**config.mk**
```make
export PLATFORM = sky130hd
export DESIGN_NAME = sync_length_checksum_deframer
export DESIGN_NICKNAME = d
export VERILOG_FILES = /design/src/hdl/slcd_pkg.sv /design/src/hdl/slcd_ram.sv /design/src/hdl/slcd_dpath.sv /design/src/hdl/slcd_ctrl.sv /design/src/hdl/sync_length_checksum_deframer.sv
export SDC_FILE = /design/constraint.sdc
export NUM_CORES = 1
export LEC_CHECK = 0
export ABC_AREA = 1
export BUFFER_PORTS_ARGS = -buffer_cell sky130_fd_sc_hd__buf_2
export CORE_MARGIN = 4
export CORE_UTILIZATION = 30
export DETAILED_ROUTE_END_ITERATION = 10
export GPL_TIMING_DRIVEN = 1
export PLACE_DENSITY = 0.5
export RECOVER_POWER = 100
export SETUP_SLACK_MARGIN = 0.02
export SLEW_MARGIN = 20
export SYNTH_ARGS = -nofsm -noshare
export SYNTH_HDL_FRONTEND = slang
export SYNTH_HIERARCHICAL = 1
export SYNTH_SLANG_ARGS = --single-unit
export TNS_END_PERCENT = 5
```
**constraint.sdc**
```tcl
create_clock -name clk -period 4.45 [get_ports clk]
set_clock_uncertainty 0.2 [all_clocks]
set_input_delay 0.6675 -clock clk [delete_from_list [all_inputs] [get_ports clk]]
set_output_delay 0.6675 -clock clk [all_outputs]
set_load 0.03 [all_outputs]
```
**src/hdl/slcd_pkg.sv**
```systemverilog
// Shared constants, codes and controller/datapath interface types for the
// sync/length/checksum deframer. No dependencies.
`default_nettype none

package slcd_pkg;

  // Frame fill limit and frame store size
  localparam int FILL_LIMIT  = 40;
  localparam int STORE_DEPTH = 64;
  localparam int ADDR_W      = $clog2(STORE_DEPTH);

  // Fixed field widths
  localparam int BYTE_W  = 8;
  localparam int COUNT_W = 6;
  localparam int INDEX_W = 6;
  localparam int KIND_W  = 2;
  localparam int CFG_IDX_W = 1;

  // Frame layout: sync, sync, function, length, payload..., checksum
  localparam logic [COUNT_W-1:0] POS_SYNC_FIRST  = COUNT_W'(0);
  localparam logic [COUNT_W-1:0] POS_SYNC_SECOND = COUNT_W'(1);
  localparam logic [COUNT_W-1:0] POS_FUNCTION    = COUNT_W'(2);
  localparam logic [COUNT_W-1:0] POS_LENGTH      = COUNT_W'(3);
  localparam logic [COUNT_W-1:0] SYNC_RESTART_COUNT = COUNT_W'(2);
  localparam int PAYLOAD_BASE   = 4;
  localparam int FRAME_OVERHEAD = 5;

  // Register reset values
  localparam logic [BYTE_W-1:0] SYNC_FIRST_RESET  = 8'hAA;
  localparam logic [BYTE_W-1:0] SYNC_SECOND_RESET = 8'hAF;

  // Configuration register indexes
  localparam logic [CFG_IDX_W-1:0] CFG_IDX_SYNC_FIRST  = 1'b0;
  localparam logic [CFG_IDX_W-1:0] CFG_IDX_SYNC_SECOND = 1'b1;

  // Result kinds
  typedef enum logic [KIND_W-1:0] {
    KIND_PAYLOAD = 2'd0,
    KIND_EMPTY   = 2'd1,
    KIND_SUM_ERR = 2'd2,
    KIND_HDR_ERR = 2'd3
  } slcd_kind_t;

  // Controller states
  typedef enum logic [1:0] {
    ST_IDLE,
    ST_READ,
    ST_WAIT
  } slcd_state_t;

  // Controller to datapath commands
  typedef struct packed {
    logic step;          // apply the accepted input byte
    logic rd_issue;      // read the next payload byte from the store
    logic emit_payload;  // load the payload result into the output register
  } slcd_cmd_t;

  // Datapath to controller status
  typedef struct packed {
    logic start_payload; // the current byte completes a good, non-empty frame
    logic idx_last;      // the payload byte at hand is the final one
    logic out_free;      // the output register can take a result this cycle
  } slcd_stat_t;

endpackage

`default_nettype wire

```
**src/hdl/slcd_ram.sv**
```systemverilog
// Generic single-write, single-read RAM with registered read data.
// No dependencies.
`default_nettype none

module slcd_ram #(
  parameter int WIDTH  = 8,
  parameter int DEPTH  = 64,
  parameter int ADDR_W = $clog2(DEPTH)
) (
  input  wire logic              clk,
  input  wire logic              wr_en,
  input  wire logic [ADDR_W-1:0] wr_addr,
  input  wire logic [WIDTH-1:0]  wr_data,
  input  wire logic              rd_en,
  input  wire logic [ADDR_W-1:0] rd_addr,
  output logic      [WIDTH-1:0]  rd_data
);

  logic [WIDTH-1:0] mem [DEPTH];

  // Write port
  always_ff @(posedge clk) begin
    if (wr_en) begin
      mem[wr_addr] <= wr_data;
    end
  end

  // Registered read, held while not enabled
  always_ff @(posedge clk) begin
    if (rd_en) begin
      rd_data <= mem[rd_addr];
    end
  end

endmodule

`default_nettype wire

```
**src/hdl/slcd_dpath.sv**
```systemverilog
// Deframer datapath: sync registers, fill count, running checksum, header
// shadows, frame store RAM and output register. Uses slcd_pkg and slcd_ram.
`default_nettype none

module slcd_dpath (
  input  wire logic                                 clk,
  input  wire logic                                 rst_n,
  input  wire logic [slcd_pkg::BYTE_W-1:0]          in_rx_byte,
  input  wire logic                                 cfg_we,
  input  wire logic [slcd_pkg::CFG_IDX_W-1:0]       cfg_index,
  input  wire logic [slcd_pkg::BYTE_W-1:0]          cfg_data,
  input  wire logic                                 out_stall,
  output logic                                      out_valid,
  output logic      [slcd_pkg::KIND_W-1:0]          out_kind,
  output logic      [slcd_pkg::BYTE_W-1:0]          out_function_code,
  output logic      [slcd_pkg::BYTE_W-1:0]          out_payload_byte,
  output logic      [slcd_pkg::INDEX_W-1:0]         out_byte_index,
  output logic                                      out_last,
  input  wire slcd_pkg::slcd_cmd_t                  cmd,
  output slcd_pkg::slcd_stat_t                      stat
);

  localparam int POS_W = slcd_pkg::ADDR_W + 1 > slcd_pkg::COUNT_W + 1 ?
                         slcd_pkg::ADDR_W + 1 : slcd_pkg::COUNT_W + 1;

  logic [slcd_pkg::BYTE_W-1:0]  sync_first_r, sync_first_nxt;
  logic [slcd_pkg::BYTE_W-1:0]  sync_second_r, sync_second_nxt;
  logic [slcd_pkg::BYTE_W-1:0]  prev_r, prev_nxt;
  logic [slcd_pkg::COUNT_W-1:0] count_r, count_nxt;
  logic [slcd_pkg::BYTE_W-1:0]  sum_r, sum_nxt;
  logic [slcd_pkg::BYTE_W-1:0]  hdr0_r, hdr0_nxt;
  logic [slcd_pkg::BYTE_W-1:0]  hdr1_r, hdr1_nxt;
  logic [slcd_pkg::BYTE_W-1:0]  func_r, func_nxt;
  logic [slcd_pkg::BYTE_W-1:0]  len_r, len_nxt;
  logic [slcd_pkg::INDEX_W-1:0] idx_r, idx_nxt;
  logic                         rd_oob_r, rd_oob_nxt;

  logic                         out_valid_r, out_valid_nxt;
  logic [slcd_pkg::KIND_W-1:0]  out_kind_r, out_kind_nxt;
  logic [slcd_pkg::BYTE_W-1:0]  out_func_r, out_func_nxt;
  logic [slcd_pkg::BYTE_W-1:0]  out_pay_r, out_pay_nxt;
  logic [slcd_pkg::INDEX_W-1:0] out_idx_r, out_idx_nxt;
  logic                         out_last_r, out_last_nxt;

  logic                         is_sync;
  logic [slcd_pkg::COUNT_W-1:0] cnt_inc;
  logic                         cnt_wrap;
  logic [slcd_pkg::COUNT_W-1:0] cnt_app;
  logic                         complete;
  logic                         sum_ok;
  logic                         hdr_ok;
  logic                         out_free;
  logic                         start_payload;
  logic [POS_W-1:0]             wr_pos;
  logic [POS_W-1:0]             rd_pos;
  logic                         ram_wr_en;
  logic                         ram_rd_en;
  logic [slcd_pkg::BYTE_W-1:0]  ram_rd_data;
  slcd_pkg::slcd_kind_t         done_kind;

  // Frame state evaluation for the byte at the input
  always_comb begin
    is_sync  = (prev_r == sync_first_r) && (in_rx_byte == sync_second_r);
    cnt_inc  = count_r + slcd_pkg::COUNT_W'(1);
    cnt_wrap = cnt_inc > slcd_pkg::COUNT_W'(slcd_pkg::FILL_LIMIT);
    cnt_app  = cnt_wrap ? '0 : cnt_inc;
    complete = !is_sync && (cnt_app > slcd_pkg::POS_LENGTH) &&
               ({3'b000, cnt_app} ==
                ({1'b0, len_r} + 9'(slcd_pkg::FRAME_OVERHEAD)));
    // Running sum covers every stored byte before the checksum byte
    sum_ok   = sum_r == in_rx_byte;
    hdr_ok   = (hdr0_r == sync_first_r) && (hdr1_r == sync_second_r);
    out_free = !out_valid_r || !out_stall;
    start_payload = complete && sum_ok && hdr_ok && (len_r != '0);
    if (!sum_ok) begin
      done_kind = slcd_pkg::KIND_SUM_ERR;
    end else if (!hdr_ok) begin
      done_kind = slcd_pkg::KIND_HDR_ERR;
    end else begin
      done_kind = slcd_pkg::KIND_EMPTY;
    end
    wr_pos = POS_W'(count_r);
    rd_pos = POS_W'(slcd_pkg::PAYLOAD_BASE) + POS_W'(idx_r);
  end

  // Drop store writes and reads beyond the store
  assign ram_wr_en = cmd.step && !is_sync &&
                     (wr_pos < POS_W'(slcd_pkg::STORE_DEPTH));
  assign ram_rd_en = cmd.rd_issue && (rd_pos < POS_W'(slcd_pkg::STORE_DEPTH));

  // Configuration, frame tracking and payload index
  always_comb begin
    sync_first_nxt  = sync_first_r;
    sync_second_nxt = sync_second_r;
    prev_nxt   = prev_r;
    count_nxt  = count_r;
    sum_nxt    = sum_r;
    hdr0_nxt   = hdr0_r;
    hdr1_nxt   = hdr1_r;
    func_nxt   = func_r;
    len_nxt    = len_r;
    idx_nxt    = idx_r;
    rd_oob_nxt = rd_oob_r;

    if (cfg_we) begin
      case (cfg_index)
        slcd_pkg::CFG_IDX_SYNC_FIRST:  sync_first_nxt  = cfg_data;
        slcd_pkg::CFG_IDX_SYNC_SECOND: sync_second_nxt = cfg_data;
        default: ;
      endcase
    end

    if (cmd.step) begin
      prev_nxt = in_rx_byte;
      idx_nxt  = '0;
      if (is_sync) begin
        // Restart the frame with both sync bytes in place
        count_nxt = slcd_pkg::SYNC_RESTART_COUNT;
        sum_nxt   = sync_first_r + sync_second_r;
        hdr0_nxt  = sync_first_r;
        hdr1_nxt  = sync_second_r;
      end else begin
        // Append the byte and keep header shadows up to date
        count_nxt = cnt_app;
        sum_nxt   = cnt_wrap ? '0 : sum_r + in_rx_byte;
        if (count_r == slcd_pkg::POS_SYNC_FIRST)  hdr0_nxt = in_rx_byte;
        if (count_r == slcd_pkg::POS_SYNC_SECOND) hdr1_nxt = in_rx_byte;
        if (count_r == slcd_pkg::POS_FUNCTION)    func_nxt = in_rx_byte;
        if (count_r == slcd_pkg::POS_LENGTH)      len_nxt  = in_rx_byte;
      end
    end

    if (cmd.rd_issue) begin
      rd_oob_nxt = !ram_rd_en;
    end
    if (cmd.emit_payload) begin
      idx_nxt = idx_r + slcd_pkg::INDEX_W'(1);
    end
  end

  // Output register: load a finished result, drain when taken
  always_comb begin
    out_valid_nxt = out_valid_r && out_stall;
    out_kind_nxt  = out_kind_r;
    out_func_nxt  = out_func_r;
    out_pay_nxt   = out_pay_r;
    out_idx_nxt   = out_idx_r;
    out_last_nxt  = out_last_r;
    if (cmd.step && complete && !start_payload) begin
      out_valid_nxt = 1'b1;
      out_kind_nxt  = done_kind;
      out_func_nxt  = func_r;
      out_pay_nxt   = '0;
      out_idx_nxt   = '0;
      out_last_nxt  = 1'b1;
    end else if (cmd.emit_payload) begin
      out_valid_nxt = 1'b1;
      out_kind_nxt  = slcd_pkg::KIND_PAYLOAD;
      out_func_nxt  = func_r;
      out_pay_nxt   = rd_oob_r ? '0 : ram_rd_data;
      out_idx_nxt   = idx_r;
      out_last_nxt  = stat.idx_last;
    end
  end

  // Control state with reset
  always_ff @(posedge clk) begin
    if (!rst_n) begin
      sync_first_r  <= slcd_pkg::SYNC_FIRST_RESET;
      sync_second_r <= slcd_pkg::SYNC_SECOND_RESET;
      prev_r        <= '0;
      count_r       <= '0;
      sum_r         <= '0;
      out_valid_r   <= 1'b0;
    end else begin
      sync_first_r  <= sync_first_nxt;
      sync_second_r <= sync_second_nxt;
      prev_r        <= prev_nxt;
      count_r       <= count_nxt;
      sum_r         <= sum_nxt;
      out_valid_r   <= out_valid_nxt;
    end
  end

  // Payload registers
  always_ff @(posedge clk) begin
    hdr0_r     <= hdr0_nxt;
    hdr1_r     <= hdr1_nxt;
    func_r     <= func_nxt;
    len_r      <= len_nxt;
    idx_r      <= idx_nxt;
    rd_oob_r   <= rd_oob_nxt;
    out_kind_r <= out_kind_nxt;
    out_func_r <= out_func_nxt;
    out_pay_r  <= out_pay_nxt;
    out_idx_r  <= out_idx_nxt;
    out_last_r <= out_last_nxt;
  end

  // Frame store
  slcd_ram #(
    .WIDTH (slcd_pkg::BYTE_W),
    .DEPTH (slcd_pkg::STORE_DEPTH)
  ) u_store (
    .clk     (clk),
    .wr_en   (ram_wr_en),
    .wr_addr (wr_pos[slcd_pkg::ADDR_W-1:0]),
    .wr_data (in_rx_byte),
    .rd_en   (ram_rd_en),
    .rd_addr (rd_pos[slcd_pkg::ADDR_W-1:0]),
    .rd_data (ram_rd_data)
  );

  // Status to the controller
  always_comb begin
    stat.start_payload = start_payload;
    stat.idx_last      = ({2'b00, idx_r} + 8'd1) == len_r;
    stat.out_free      = out_free;
  end

  assign out_valid         = out_valid_r;
  assign out_kind          = out_kind_r;
  assign out_function_code = out_func_r;
  assign out_payload_byte  = out_pay_r;
  assign out_byte_index    = out_idx_r;
  assign out_last          = out_last_r;

  // Fill count never passes the fill limit
  a_count_range: assert property (@(posedge clk) disable iff (!rst_n)
    count_r <= slcd_pkg::COUNT_W'(slcd_pkg::FILL_LIMIT))
    else $error("fill count above limit");

  // A payload result is loaded only when the output register is free
  a_emit_free: assert property (@(posedge clk) disable iff (!rst_n)
    cmd.emit_payload |-> out_free)
    else $error("payload emitted into a busy output register");

  // A sync pair restarts the count at two
  a_sync_restart: assert property (@(posedge clk) disable iff (!rst_n)
    (cmd.step && is_sync) |=> (count_r == slcd_pkg::SYNC_RESTART_COUNT))
    else $error("sync pair did not restart the frame");

endmodule

`default_nettype wire

```
**src/hdl/slcd_ctrl.sv**
```systemverilog
// Deframer controller: accepts input bytes and sequences the payload
// readout from the frame store. Uses slcd_pkg.
`default_nettype none

module slcd_ctrl (
  input  wire logic                  clk,
  input  wire logic                  rst_n,
  input  wire logic                  in_valid,
  output logic                       in_stall,
  input  wire slcd_pkg::slcd_stat_t  stat,
  output slcd_pkg::slcd_cmd_t        cmd
);

  slcd_pkg::slcd_state_t state_r, state_nxt;

  // State register
  always_ff @(posedge clk) begin
    if (!rst_n) begin
      state_r <= slcd_pkg::ST_IDLE;
    end else begin
      state_r <= state_nxt;
    end
  end

  // Next state and commands
  always_comb begin
    state_nxt        = state_r;
    cmd.step         = 1'b0;
    cmd.rd_issue     = 1'b0;
    cmd.emit_payload = 1'b0;
    in_stall         = 1'b1;
    case (state_r)
      slcd_pkg::ST_IDLE: begin
        // Take a request when any result it makes has room
        in_stall = !stat.out_free;
        if (in_valid && stat.out_free) begin
          cmd.step = 1'b1;
          if (stat.start_payload) begin
            state_nxt = slcd_pkg::ST_READ;
          end
        end
      end
      slcd_pkg::ST_READ: begin
        cmd.rd_issue = 1'b1;
        state_nxt    = slcd_pkg::ST_WAIT;
      end
      slcd_pkg::ST_WAIT: begin
        // Hold read data until the output register frees up
        if (stat.out_free) begin
          cmd.emit_payload = 1'b1;
          state_nxt = stat.idx_last ? slcd_pkg::ST_IDLE : slcd_pkg::ST_READ;
        end
      end
      default: begin
        state_nxt = slcd_pkg::ST_IDLE;
      end
    endcase
  end

  // Read issue is always followed by the wait for its data
  a_read_then_wait: assert property (@(posedge clk) disable iff (!rst_n)
    (state_r == slcd_pkg::ST_READ) |=> (state_r == slcd_pkg::ST_WAIT))
    else $error("read not followed by wait");

  // A good non-empty frame starts the payload readout
  a_start_read: assert property (@(posedge clk) disable iff (!rst_n)
    (cmd.step && stat.start_payload) |=> (state_r == slcd_pkg::ST_READ))
    else $error("payload readout did not start");

  // The final payload byte returns to idle
  a_last_idle: assert property (@(posedge clk) disable iff (!rst_n)
    (cmd.emit_payload && stat.idx_last) |=> (state_r == slcd_pkg::ST_IDLE))
    else $error("controller did not return to idle after last byte");

  // No request is taken while the payload readout runs
  a_no_step_busy: assert property (@(posedge clk) disable iff (!rst_n)
    (state_r != slcd_pkg::ST_IDLE) |-> (!cmd.step && in_stall))
    else $error("request taken during readout");

endmodule

`default_nettype wire

```
**src/hdl/sync_length_checksum_deframer.sv**
```systemverilog
// Top level of the sync/length/checksum deframer: joins controller and
// datapath. Uses slcd_pkg, slcd_ctrl and slcd_dpath.
//
// Usage: received serial bytes enter on the in_ channel (in_valid,
// in_stall, in_rx_byte). A frame is sync_first, sync_second, function,
// length L, L payload bytes and an additive checksum byte. Results leave
// on the out_ channel: one result per payload byte of a good frame, or
// a single empty, checksum-error or header-error result, last marking
// the end of each run. cfg_we/cfg_index/cfg_data write the two sync bytes.
// Flow: a byte that completes no good non-empty frame is taken while the
// output register is free; a byte completing a frame with L payload bytes
// is followed by a READ and a WAIT state per payload byte, set by the frame
// store RAM's registered read, and no new byte is taken meanwhile.
// A result enters the output register in the cycle after it is produced.
// Reset: sync bytes return to 0xAA/0xAF, fill count and previous byte to
// zero; the frame store is not cleared.
// Stall: a stalled result holds in the output register; the next byte or
// payload result waits until it is taken.
`default_nettype none

module sync_length_checksum_deframer (
  input  wire logic                               clk,
  input  wire logic                               rst_n,
  input  wire logic                               in_valid,
  output logic                                    in_stall,
  input  wire logic [slcd_pkg::BYTE_W-1:0]        in_rx_byte,
  input  wire logic                               cfg_we,
  input  wire logic [slcd_pkg::CFG_IDX_W-1:0]     cfg_index,
  input  wire logic [slcd_pkg::BYTE_W-1:0]        cfg_data,
  output logic                                    out_valid,
  input  wire logic                               out_stall,
  output logic      [slcd_pkg::KIND_W-1:0]        out_kind,
  output logic      [slcd_pkg::BYTE_W-1:0]        out_function_code,
  output logic      [slcd_pkg::BYTE_W-1:0]        out_payload_byte,
  output logic      [slcd_pkg::INDEX_W-1:0]       out_byte_index,
  output logic                                    out_last
);

  slcd_pkg::slcd_cmd_t  cmd;
  slcd_pkg::slcd_stat_t stat;

  // Controller
  slcd_ctrl u_ctrl (
    .clk      (clk),
    .rst_n    (rst_n),
    .in_valid (in_valid),
    .in_stall (in_stall),
    .stat     (stat),
    .cmd      (cmd)
  );

  // Datapath
  slcd_dpath u_dpath (
    .clk               (clk),
    .rst_n             (rst_n),
    .in_rx_byte        (in_rx_byte),
    .cfg_we            (cfg_we),
    .cfg_index         (cfg_index),
    .cfg_data          (cfg_data),
    .out_stall         (out_stall),
    .out_valid         (out_valid),
    .out_kind          (out_kind),
    .out_function_code (out_function_code),
    .out_payload_byte  (out_payload_byte),
    .out_byte_index    (out_byte_index),
    .out_last          (out_last),
    .cmd               (cmd),
    .stat              (stat)
  );

endmodule

`default_nettype wire

```
==> After elaboration in Yosys (flattened, before gate mapping) <==
Memories as Yosys holds them, arrays and structs flattened. A register that Yosys moved wholly into a read port is not among the register bits.
Cells that the tools add are included.
{ "word_totals": {"register_bits": 105, "latchBits": 0, "mem_bits_rw": 512, "rom_bits": 0, "memories": 1} }
{ "memory_table": {"columns": ["name", "words", "word_bits", "read_ports", "rd_clocked_by_memory_dff", "write_ports", "line_no", "text"], "rows": [
  ["u_dpath.u_store.mem", 64, 8, 1, 1, 1, "slcd_ram.sv:19", "logic [WIDTH-1:0] mem [DEPTH];"]
]} }
{ "op_classes": {"add_sub_neg": 7, "n_mul": 0, "div": 0, "order_cmp": 4, "eq_ne": 15, "shift": 0, "muxes": 32, "bitwise_logic": 2, "n_reduce_logical": 35} }
{ "op_table": {"columns": ["cell", "count"], "rows": [
  ["$mux W8", 9],
  ["$eq A8 B8 Y1", 6],
  ["$mux W6", 4],
  ["$add A8 B8 Y8", 2],
  ["$logic_and A1 B1 Y1", 14],
  ["$mux W2", 7],
  ["$add A6 B1 Y6 const B", 2],
  ["$eq A6 B2 Y1 const B", 2],
  ["$mux W1", 11],
  ["$add A8 B3 Y9 const B", 1],
  ["$eq A6 B9 Y1", 1],
  ["$reduce_and A3 Y1", 3],
  ["$reduce_and A2 Y1", 4],
  ["$reduce_bool A2 Y1", 4],
  ["$reduce_bool A8 Y1", 1],
  ["$add A3 B6 Y7 const A", 1],
  ["$add A6 B1 Y7 const B", 1],
  ["$lt A6 B7 Y1 const B", 1],
  ["$lt A7 B7 Y1 const B", 1],
  ["$eq A6 B1 Y1 const B", 1],
  ["$gt A6 B2 Y1 const B", 1],
  ["$gt A6 B6 Y1 const B", 1],
  ["$logic_not A1 Y1", 6],
  ["$logic_not A6 Y1", 1],
  ["other kinds (7)", 10]
]} }

==> Depth between registers and ports, before layout <==
{ "logic_depth": {"ltp_word": 12, "mapped_depth": 18} }

==> Hierarchy <==
The synthesis kept the hierarchy.
{ "modules_own_cells": {"columns": ["mod", "n_inst", "cells_each", "area_each_um2"], "rows": [
  ["slcd_ram", 1, 1805, 21419.3],
  ["slcd_dpath", 1, 667, 5475.3],
  ["slcd_ctrl", 1, 24, 136.4]
]} }

==> Worst setup path after synthesis <==
OpenSTA, ideal clock, no wires.
{ "synth_timing": {"path_type": "input-to-reg", "startpoint": "input port out_stall", "endpoint": "memory u_dpath.u_store.mem[48][0], enable pin", "setup_time_ns": 0.395, "arrival_time_ns": 3.039, "required_ns": 3.855, "path_slack_ns": 0.816, "stages": 9, "path_buffers": 2, "path_cell_list": "nand2_1 -> buf_4 -> nand2_1 -> nor2_1 -> inv_1 -> nor2_1 -> clkbuf_1 -> nand4_1 -> nor4_1"} }
{ "synth_rtl": {"columns": ["element", "line_no", "text"], "rows": [
  ["start: declaration", "sync_length_checksum_deframer.sv:31", "input wire logic out_stall,"],
  ["end: declaration", "slcd_ram.sv:19", null]
]} }

==> Worst setup path after layout <==
{ "layout_timing": {"startpoint": "input port in_rx_byte[1] (netlist bit)", "endpoint": "memory u_dpath.u_store.mem[24][3], enable pin"} }
{ "layout_via": {"elab_chain_len": 7} }
{ "layout_rtl": {"columns": ["element", "line_no", "text"], "rows": [
  ["start: declaration", "sync_length_checksum_deframer.sv:26", "input wire logic [slcd_pkg::BYTE_W-1:0] in_rx_byte,"],
  ["$eq A8 B8 Y1", "slcd_dpath.sv:63", "is_sync = (prev_r == sync_first_r) && (in_rx_byte == sync_second_r);"],
  ["$logic_and A1 B1 Y1", "slcd_dpath.sv:63", null],
  ["$logic_not A1 Y1", "slcd_dpath.sv:87", "assign ram_wr_en = cmd.step && !is_sync &&"],
  ["$logic_and A1 B1 Y1 (2 in a row)", "slcd_dpath.sv:87", null],
  ["via u_dpath.ram_wr_en", "slcd_dpath.sv:56", "logic ram_wr_en;"],
  ["$mux W1", "slcd_ram.sv:23", "if (wr_en) begin"],
  ["$mux W1 (implied by the code)", "slcd_ram.sv:24", "mem[wr_addr] <= wr_data;"]
]} }
The timed path passes the listed nets, and every way through them passes these cells.

==> impl_results.md <==
- Worst rel slew slack: -68.8%
- Filler-free cell count of the finished design: 3743
- Placed inst area: 0.0282 mm²
- Status: finished, violations left
- Ys flop type: edfxtp_1
- Root Buffer: clkbuf_16
- Post-synth EDFFs: between 500 and 600
- Violated checks: capacitance limit, slew limit
- Pin count of the biggest net entering global routing: around 190
- Initial core utilization: slightly above 30%
- CP Launch Point: in_rx_byte[1]
- Core Region: around 0.089 mm²
- Seq/Total Area, Yosys: 67.4%
- Vias per inst: 4.90
- R2R Path End: u_dpath/out_function_code[5]$_DFFE_PP_
- Post-route cell area: 0.0303 mm²
- CTS clk-pin slew, worst paths: roughly 0.06 ns
- Die H: ~310 µm
- Placed cell count: between 3k and 4k
- Area of the multi-input gates: about 0.0075 mm²
- Total negative slack: 0 ns
- Seq cells post-synth: 625
- Synthesized instance count: 2496
- Hold path start: cfg_data[5]
- Max VDD drop: roughly 0.25 mV
- Worst Hold Class: primary input to flop
- CTS tree: built
- Setup bufs post-CTS: 0
- Number of global-route vias before repair: roughly 18k
- Synth Area per Inst: 10.8 µm²
- Critical path class: primary input to flop
- Gr usage total: about 15%
- Syn. warnings: 6
- Setup Viol. Count Final: 0
- Die W: ~310 µm
- Area grow syn2layout: 12.0%
- Netlist cell types: 42
- Leakage: ~11 nW
- DRT antenna net count: 0
- Fillers: between 8k and 9k
- I/O Buffers: 48
- Grt ovf: 0
- Synth top area share: ~63%
- Max-Cap Viols: 9
- CP arrival: slightly below 4 ns
- RSZ-0062 raised after global routing: no
- Hold Path Depth: 3
- Die Area: 0.0950 mm²
- Routed WL: ~73000 µm
- Final Hold Vio Count: 0
- Clock latency at the later pin of the worst-skew pair: about 0.61 ns
- Layout cells sized above 1: approximately 6.6%
- H-tree depth: 3
- Core Rows: ~110
- Crit share post-route: a little under nine tenths
- Register area: around 0.018 mm²
- Reg2reg setup slack: between 0.8 and 0.9 ns
- Slew @ Worst Pin: between 2 and 3 ns
- Io pins: 49
- Clock tree buffer depth: 3
- Yosys top cell by area: edfxtp_1
- Min Tclk post-route: approximately 3.8 ns
- Average routed wire per standard cell: slightly below 20 µm
- Worst-path fanout max: 20
- Final setup margin: 0.623 ns
- Req. time, crit path: 4.47 ns
- Slew Limit Fails: 496
- Final net count: approximately 2.6k
- DR iter-0 viols: 1631
- Final Core Density: about a third
- Cells on worst reg2reg path: 15
- Worst Hold End: u_dpath/sync_second_r[5]$_SDFFE_PN1P_
- DR pass1 iterations: 6
- DRC errors left: 0
- GP Congestion: around 0.83
- Async SR Flop Fraction: 0%
- Hold WS: 0.0860 ns
- Clock sinks: between 600 and 700
- CTS Buf Count: 69
- Pre-CTS setup slack: 0.838 ns
- Most common cell after layout, fill and taps aside: nand2_1
- HPWL Detailed: 44300 µm
- Via count: 18.3k
- CTS Hold Buffers Added: 0
- Syn Nets: around 2.5k
- Worst Setup End Kind: flop
- Tot Pwr: around 13 mW
- Reg-to-reg critical path startpoint: u_dpath/count_r[0]$_SDFFE_PN0P_
- Most frequent cells in the layout: nand2_1 (822), edfxtp_1 (569), nand3_1 (469), nor2_1 (113), inv_1 (90)
- Top post-synthesis cells by area: edfxtp_1 (63%), nand2_1 (11%), nand3_1 (8.7%), dfxtp_1 (4.1%), nor2_1 (1.6%)
- Pwr dens: 430 mW/mm²
- Post-Syn Area: approximately 0.027 mm²
- First-pass GRT wire length: approximately 110000 µm
- Max Fclk: around 260 MHz
- Antenna violations before repair: 1
- Startpoint Class: primary input
- Post-CTS sizing: 0
==> power by group <==
| group | total [mW] | internal [mW] | switching [mW] | leakage (nW) |
|---|---|---|---|---|
| sequential | 6.55 | 6.49 | 0.0569 | 5.59 |
| clock | 5.58 | 3.34 | 2.24 | 1.08 |
| combinational | 0.892 | 0.237 | 0.655 | 4.39 |
| total | 13.0 | 10.1 | 2.95 | 11.1 |
==> state kept, by name, indices dropped and copies added (netlist names) <==
| signal | count |
|---|---|
| u_dpath/sum_r | 8 |
| u_ctrl/state_r | 2 |
| u_dpath/u_store/rd_data | 8 |
| u_dpath/rd_oob_r | 1 |
| u_dpath/out_valid | 1 |
| u_dpath/prev_r | 8 |
| u_dpath/out_last | 1 |
| u_dpath/out_byte_index | 6 |
| u_dpath/hdr0_r | 8 |
| u_dpath/len_r | 8 |
| u_dpath/out_kind | 2 |
| u_dpath/hdr1_r | 8 |
| u_dpath/func_r | 8 |
| u_dpath/u_store/mem | 512 |
| u_dpath/sync_first_r | 8 |
| u_dpath/out_payload_byte | 8 |
| u_dpath/sync_second_r | 8 |
| u_dpath/out_function_code | 8 |
| u_dpath/idx_r | 6 |
| u_dpath/count_r | 6 |
==> synth_stat cells, types with 8 or more instances <==
cell / instances
nand2_1: 820
edfxtp_1: 569
nand3_1: 468
nor2_1: 113
inv_1: 93
dfxtp_1: 56
o21ai_0: 40
a21oi_1: 39
buf_2: 37
buf_6: 37
clkbuf_1: 36
ha_1: 22
nand4_1: 18
buf_4: 17
xnor2_1: 15
xor2_1: 15
nor4_1: 14
o211ai_1: 12
buf_1: 10
inv_2: 8
nand3b_1: 8
or2_2: 8
==> metal layers <==
metal	GRT usage [%]	vias to the layer above	wire [µm]	part of all wire, %
met1	20.4	9017	32200	44
met5	0	-	0	0
li1	-	8684	-	-
met3	2.36	119	3720	5.1
met4	4.32	0	1910	2.6
met2	25.7	511	35200	48
==> critical path, cell delays in order <==
cell      delay (ns)
clkbuf_1        0.84
nand2_1         0.13
nand2_1         0.10
nor2_1          0.04
nand2_1         0.07
nor2_1          0.04
nand2_1         0.08
inv_1           0.09
nor2_1          0.12
clkbuf_1        0.50
nand4_1         0.16
clkbuf_2        0.34
nor2_1          0.66
==> layout make-up <==
class	instances	share of cell area [%]
Timing Repair Buffer	94	1.81
Sequential cell	625	60.1
Clock buffer	91	6.25
Tap cell	1165	4.81
Multi-Input combinational cell	1630	24.6
Clock inverter	33	1.07
Antenna cell	3	0.0248
Inverter	102	1.29
==> cell families after synthesis <==
kind of cell	count (synthesis)	synth area share (%)
compound gates	110	2.39
xor+xnor	30	0.972
fa+ha+maj	24	1.17
buf+inv	241	4.88
flops	625	67.4
simple gates	1466	23.2
==> how the worst max path moves through the flow <==
stage	slack (ns)	cells after the start	endpoint
2_1_floorplan	0.82	9	u_dpath/u_store/mem[48][0]$_DFFE_PP_
3_3_place_gp	0.93	14	u_dpath/out_function_code[0]$_DFFE_PP_
3_5_place_dp	0.84	14	u_dpath/out_function_code[2]$_DFFE_PP_
4_1_cts	1.00	15	u_dpath/out_function_code[1]$_DFFE_PP_
5_1_grt	0.33	13	u_dpath/u_store/mem[54][7]$_DFFE_PP_
6_report	0.62	13	u_dpath/u_store/mem[24][3]$_DFFE_PP_
No activity file was read; power rests on OpenSTA's default activity.
